[src/hw/rtl/fcrmse_pkg.sv]
// ----------------------------------------------------------------------------
// fcrmse_pkg
// Shared widths, lane types and controller/datapath command and status
// bundles of the four-channel RMSE block.
// ----------------------------------------------------------------------------
package fcrmse_pkg;

   // Sample and result format: Q16.16
   localparam int DATA_W      = 32;
   localparam int NUM_CH      = 4;
   localparam int SQ_W        = 2 * DATA_W;              // Q32.32 square and sum
   localparam int MAX_SAMPLES = 65536;
   localparam int COUNT_W     = $clog2(MAX_SAMPLES + 1);

   // Iterative units: one quotient bit, then one root bit per cycle
   localparam int DIV_STEPS   = SQ_W;
   localparam int SQRT_STEPS  = SQ_W / 2;
   localparam int STEP_W      = $clog2(DIV_STEPS);
   localparam int ROOT_W      = SQRT_STEPS;
   localparam int SQ_REM_W    = ROOT_W + 2;

   typedef logic [NUM_CH-1:0][DATA_W-1:0] lane_word_type;

   typedef struct packed {
      logic load;        // sample beat accepted this cycle
      logic div_start;   // clear remainder and root registers
      logic div_step;    // advance the divider by one quotient bit
      logic sqrt_step;   // advance the square root by one root bit
      logic clear;       // result taken: return to the empty batch
   } fcrmse_cmd_type;

   typedef struct packed {
      logic pipe_busy;   // a sample is still on its way to the sums
   } fcrmse_status_type;

endpackage

[src/hw/rtl/fcrmse_ctrl.sv]
// ----------------------------------------------------------------------------
// fcrmse_ctrl
// Sequencer: accepts sample beats, drains the pipeline after the last beat,
// runs the divider and root steps and hands out the result beat.
// ----------------------------------------------------------------------------
module fcrmse_ctrl (
   input  logic                          clock,
   input  logic                          reset,
   input  logic                          req_valid,
   input  logic                          req_last,
   output logic                          req_ready,
   output logic                          rsp_valid,
   input  logic                          rsp_ready,
   input  fcrmse_pkg::fcrmse_status_type status,
   output fcrmse_pkg::fcrmse_cmd_type    cmd
);

   typedef enum logic [2:0] {
      ST_ACCUM,
      ST_DRAIN,
      ST_DIV,
      ST_SQRT,
      ST_SEND
   } state_type;

   state_type state_ff;
   logic [fcrmse_pkg::STEP_W-1:0] step_ff;
   logic req_fire;

   assign req_ready = (state_ff == ST_ACCUM);
   assign rsp_valid = (state_ff == ST_SEND);
   assign req_fire  = req_valid & req_ready;

   // Decode commands
   always_comb begin
      cmd           = '0;
      cmd.load      = req_fire;
      cmd.div_start = (state_ff == ST_DRAIN) && !status.pipe_busy;
      cmd.div_step  = (state_ff == ST_DIV);
      cmd.sqrt_step = (state_ff == ST_SQRT);
      cmd.clear     = (state_ff == ST_SEND) && rsp_ready;
   end

   // Hold state and step count
   always_ff @(posedge clock) begin
      if (reset) begin
         state_ff <= ST_ACCUM;
         step_ff  <= '0;
      end else begin
         unique case (state_ff)
            ST_ACCUM: begin
               if (req_fire && req_last) begin
                  state_ff <= ST_DRAIN;
               end
            end
            ST_DRAIN: begin
               if (!status.pipe_busy) begin
                  state_ff <= ST_DIV;
                  step_ff  <= '0;
               end
            end
            ST_DIV: begin
               if (step_ff == fcrmse_pkg::STEP_W'(fcrmse_pkg::DIV_STEPS - 1)) begin
                  state_ff <= ST_SQRT;
                  step_ff  <= '0;
               end else begin
                  step_ff <= step_ff + 1'b1;
               end
            end
            ST_SQRT: begin
               if (step_ff == fcrmse_pkg::STEP_W'(fcrmse_pkg::SQRT_STEPS - 1)) begin
                  state_ff <= ST_SEND;
                  step_ff  <= '0;
               end else begin
                  step_ff <= step_ff + 1'b1;
               end
            end
            ST_SEND: begin
               if (rsp_ready) begin
                  state_ff <= ST_ACCUM;
               end
            end
            default: begin
               state_ff <= ST_ACCUM;
            end
         endcase
      end
   end

   // The last beat closes the input until the result is taken
   assert property (@(posedge clock) disable iff (reset)
      (req_fire && req_last) |=> !req_ready)
      else $error("input open after last beat");

   // Divider never steps while a sample is still in flight
   assert property (@(posedge clock) disable iff (reset)
      status.pipe_busy |-> !(cmd.div_step || cmd.sqrt_step || cmd.div_start))
      else $error("divide started before pipeline drained");

   // Divider start is followed by a divide step
   assert property (@(posedge clock) disable iff (reset)
      cmd.div_start |=> cmd.div_step)
      else $error("divide start without divide step");

   // Result beat and sample beats never overlap
   assert property (@(posedge clock) disable iff (reset)
      rsp_valid |-> !req_ready)
      else $error("result offered while accepting samples");

endmodule

[config.mk]
export PLATFORM = sky130hd
export DESIGN_NAME = fcrmse_ctrl
export DESIGN_NICKNAME = d
export VERILOG_FILES = /design/src/hw/rtl/fcrmse_pkg.sv /design/src/hw/rtl/fcrmse_ctrl.sv
export SDC_FILE = /design/constraint.sdc
export NUM_CORES = 1
export LEC_CHECK = 0
export BUFFER_PORTS_ARGS = -buffer_cell sky130_fd_sc_hd__buf_2
export CELL_PAD_IN_SITES_DETAIL_PLACEMENT = 1
export CELL_PAD_IN_SITES_GLOBAL_PLACEMENT = 2
export CORE_ASPECT_RATIO = 1.2
export CORE_MARGIN = 2
export CORE_UTILIZATION = 25
export CTS_CLUSTER_DIAMETER = 150
export DETAILED_ROUTE_END_ITERATION = 8
export PLACE_DENSITY = 0.68
export RECOVER_POWER = 50
export SLEW_MARGIN = 20
export SYNTH_ARGS = -nofsm -noshare
export SYNTH_HDL_FRONTEND = slang
export SYNTH_SLANG_ARGS = --single-unit
[constraint.sdc]
create_clock -name clock -period 1.4 [get_ports clock]
set_input_delay 0.35 -clock clock [delete_from_list [all_inputs] [get_ports clock]]
set_output_delay 0.35 -clock clock [all_outputs]
set_load 0.1 [all_outputs]
-- Yosys cells after proc, flatten, opt, wreduce, memory -nomap -nowiden
Index checks and enable logic that the tools add are counted.
- add/subtract/negate cells: 1
- multiplexer cells: 10
- reductions and logical operators: 8
- bitwise gates (word level): 1
- equality and inequality tests: 11
- operators by type and width (operator ; count):
    6-bit 2-to-1 mux ; 3
    6-bit case mux with 3 select lines ; 1
    3-bit 2-to-1 mux ; 5
    3-bit case mux with 5 select lines ; 1
    2-bit by 1-bit != test with 1-bit output, second input constant ; 4
    6-bit by 1-bit adder with 6-bit output, second input constant ; 1
    3-bit by 2-bit equality test with 1-bit output, second input constant ; 2
    6-bit by 5-bit equality test with 1-bit output, second input constant ; 1
    6-bit equality test, second input constant ; 1
    5-bit AND reduction ; 1
    3-bit by 1-bit equality test with 1-bit output, second input constant ; 1
    3-bit equality test, second input constant ; 1
    1-bit logical AND ; 3
    3-bit logical NOT ; 1
    3-bit nonzero test ; 1
    2-bit != test, second input constant ; 1
    2-bit AND reduction ; 1
    1-bit AND ; 1
    1-bit logical NOT ; 1
- output and inout bits: 7
- word-level logic and storage cells: 33
- bits in registers: 9

-- Logic depth before layout (Yosys ltp)
- word-level depth: 5
- mapped depth: 5
- depth with buffers taken out: 5

-- Worst setup path after synthesis
Ideal clock, no wire load.
- path type: flip-flop to output port
- start: register state_ff[0]
- end: output cmd[0] (netlist name)
- setup slack: -2.646 ns
- arrival: 3.696 ns
- buffers on the path: 1
- data required time: 1.050 ns
- stages on the path, launching flop included: 4
- path through: dfxtp_1 > buf_4 > nor3b_1 > and2_1
- RTL lines (element ; RTL line ; RTL):
    start, declared ; fcrmse_ctrl.sv:26 ; state_type state_ff;
    start signal, assigned ; fcrmse_ctrl.sv:47 ; state_ff <= ST_ACCUM;
    start signal, assigned ; fcrmse_ctrl.sv:53 ; state_ff <= ST_DRAIN;
    start signal, assigned ; fcrmse_ctrl.sv:58 ; state_ff <= ST_DIV;
    end, declared ; fcrmse_ctrl.sv:15 ; output fcrmse_pkg::fcrmse_cmd_type cmd

==> qor.yml <==
drv_slew: 0
start_util_pct: 25.66
crit_start: "state_ff[1]"
hold_class: "primary input to register"
cts.clk_slew.worst_paths_ps: 60
critPathCaptureType: "output port"
cts_max_level: 1
setup_viol_count_final: 9
maxCapViolCount: 0
areaGrowthSynthToFinish_pct: 99.51
gr-usage-met3_pct: 3.020
rows: 18
p_int_w: 0.0005289
power_frac_comb_pct: 41.8
ir_drop_v: 0.0005991
drive_gt1_share_pct: 62.38
power.leakage_nw: 0.4087
antenna_cells: 0
violations: "negative setup slack"
worstSkewPairLatency_ps: 260
critical_path_class: "register to output port"
clock.fmax_mhz: 624.4
grt_use_met1_pct: 17.14
clock_skew_ps: 3.543
place_inst: 110
final_util_pct: 51.19
outcome: "finished, violations left"
drt_iter0_drc: 0
yosysWarnings: 0
fp.dieH_um: 53.68
switchingPower_w: 0.0002978
fin_nets: 109
crit_path_start_kind: "register"
setup_slack_ps: -201.4
numCtsBuffers: 3
drt-vias-per-instance: 5.149
critPathRequiredTime_ps: 1050
grtUsageTotal_pct: 17.08
io_buffers: 12
seq_power_share_pct: 33.5
drt.antenna.violating_nets: 0
cts-root-buf: "clkbuf_4"
dr_total_vias: 623
min_period_over_period_pct: 114.4
reg2reg_from: "state_ff[0]"
ys_ff_latch: 9
synth_area_um2: 514.2
p_sw_share_pct: 36.02
yosysSeqAreaShare_pct: 35.04
cts_tree: "yes"
wl_per_cell_um: 13.69
cts_hold_buf: 0
first_global_vias: 694
p_clk_share_pct: 24.7
gr-total-overflow: 0
placed_area_um2: 873.3
cts_buffer_depth: 2
powerDensity_mw_per_mm2: 805.7
io_pins: 13
grt_pass1_wl_um: 2898
synth_area_per_cell_um2: 8.035
reg2reg_setup_slack_ps: -130
place.gp.congestion: 0.7803
yosysUniqueCellTypes: 31
dp_hpwl_um: 1254
routed_wl_um: 1657
antenna_found_initial: 0
clock-sinks: 9
grt_busiest_layer: "met2"
finalHoldViolCount: 0
coreArea_mm2: 0.002004
first_pass_iters: 1
grt_max_degree: 9
die_area_mm2: 0.002437
layout.cells.non_filler: 121
post-route-cell-area_mm2: 0.001026
r2r_end: "state_ff[0]"
worst_slew_pin_slew_ps: 317.5
gr-usage-met2_pct: 31.69
rsz0062_at_grt: "true"
synth_fp_nets: 71
die_w_um: 45.40
reg2reg_depth: 5
drc: 0
hold_path_depth: 3
maxSlewHeadroom_pct: 78.65
post-route-min-period_ps: 1601
crit_arrival_ps: 1250
critPathMaxFanout: 4
synth_cells: 64
worstSetupEndpoint: "cmd[3]"
place_ws_ps: -101.3
==> cell families after synthesis <==
group / Yosys count / share of synthesized area, %
fa+ha+maj: 1 / 2.433
buf+inv: 4 / 4.620
mux: 1 / 1.947
simple gates: 35 / 38.93
xor+xnor: 1 / 1.703
compound gates: 13 / 15.33
flops: 9 / 35.04
==> cell usage after synthesis (all sizes together) <==
| cell type | count | area (um^2) |
|---|---|---|
| nor3 | 1 | 5.000 |
| nand2 | 3 | 11.26 |
| nand3b | 1 | 7.510 |
| ha | 1 | 12.51 |
| nor2 | 9 | 33.78 |
| nand3 | 4 | 20.02 |
| nand2b | 1 | 6.260 |
| nor2b | 2 | 12.51 |
| dfxtp | 9 | 180.2 |
| xnor2 | 1 | 8.760 |
| a21oi | 4 | 20.02 |
| or3 | 1 | 6.260 |
| o21ai | 2 | 10.00 |
| a31oi | 3 | 18.77 |
| and2 | 3 | 18.77 |
| mux2i | 1 | 10.01 |
| nor4 | 1 | 12.51 |
| and3b | 1 | 8.760 |
| a211oi | 1 | 7.510 |
| a22oi | 1 | 7.510 |
| or2 | 1 | 6.260 |
| nand4 | 1 | 6.260 |
| o21bai | 1 | 7.510 |
| or4 | 3 | 22.52 |
| o21a | 1 | 7.510 |
| and2b | 1 | 7.510 |
| buf | 4 | 23.76 |
| nor3b | 2 | 15.01 |
==> routing by layer <==
metal | wire length, um | vias to the layer above
li1 | - | 306
met1 | 654 | 300
met2 | 906 | 13
met3 | 50 | 4
met4 | 46 | 0
met5 | 0 | -
==> flip-flops by register name (all words and copies together), names as in the netlist <==
register / flops
step_ff: 6
state_ff: 3
==> power groups by stage <==
stage	Sequential, W	Clock (W)	Combinational, W
6_report	0.000277	0.000204	0.000346
5_1_grt	0.000279	0.000221	0.000366
4_1_cts	0.000279	0.000210	0.000318
3_5_place_dp	0.000287	0	0.000291
3_3_place_gp	0.000287	0	0.000287
2_1_floorplan	0.000276	0	0.000206
==> worst max-delay path, stage by stage (launching register included) <==
cell	delay (ps)
dfxtp_2	350
buf_6	130
buf_6	110
nor3b_4	200
buf_12	200
==> layout make-up <==
type / count / area [um^2]
repair buffers: 37 / 365.4
fillers: 222 / 978.4
multi-input cells: 51 / 415.4
flip-flops and latches: 9 / 193.9
clock buffers: 4 / 26.28
well taps: 20 / 25.02
==> per-stage QoR <==
stage | hold slack (ps) | power (W) | setup TNS [ps]
after floorplan | 460.2 | 0.0004822 | -3254
after global placement | 500.8 | 0.0005737 | -135.8
after detailed placement | 512.0 | 0.0005776 | -220.9
after CTS | 352.0 | 0.0008077 | -1270
after global routing | 390.5 | 0.0008662 | -2009
final | 368.6 | 0.0008266 | -1362
==> layout by cell type, fill, tap and decap left out, types with 3 or more instances in the layout <==
| cell | count |
|---|---|
| a31oi_1 | 3 |
| buf_12 | 7 |
| clkbuf_4 | 4 |
| buf_2 | 5 |
| dfxtp_4 | 3 |
| buf_4 | 19 |
| nor2_1 | 7 |
| nand2_1 | 3 |
| dfxtp_1 | 4 |
| buf_6 | 4 |
==> repair_timing <==
| item | 4_1_cts | 5_1_grt |
|---|---|---|
| endpoints found under the setup margin | 9 | 13 |
| hold endpoints to repair | 0 | 0 |
| gates cloned | 0 | 0 |
| resized for setup | 11 | 10 |
| setup buffers | 6 | 2 |
| pin swaps | 8 | 9 |
==> worst min path at each step <==
stage          startpoint          end  slack, ps
3_3_place_gp   step_ff[4]   step_ff[4]        500
6_report            reset  state_ff[1]        370
2_1_floorplan  step_ff[4]   step_ff[4]        460
4_1_cts             reset  state_ff[1]        350
3_5_place_dp   step_ff[4]   step_ff[4]        510
5_1_grt             reset  state_ff[1]        390
Note: power is estimated with default switching activity, not from simulation.
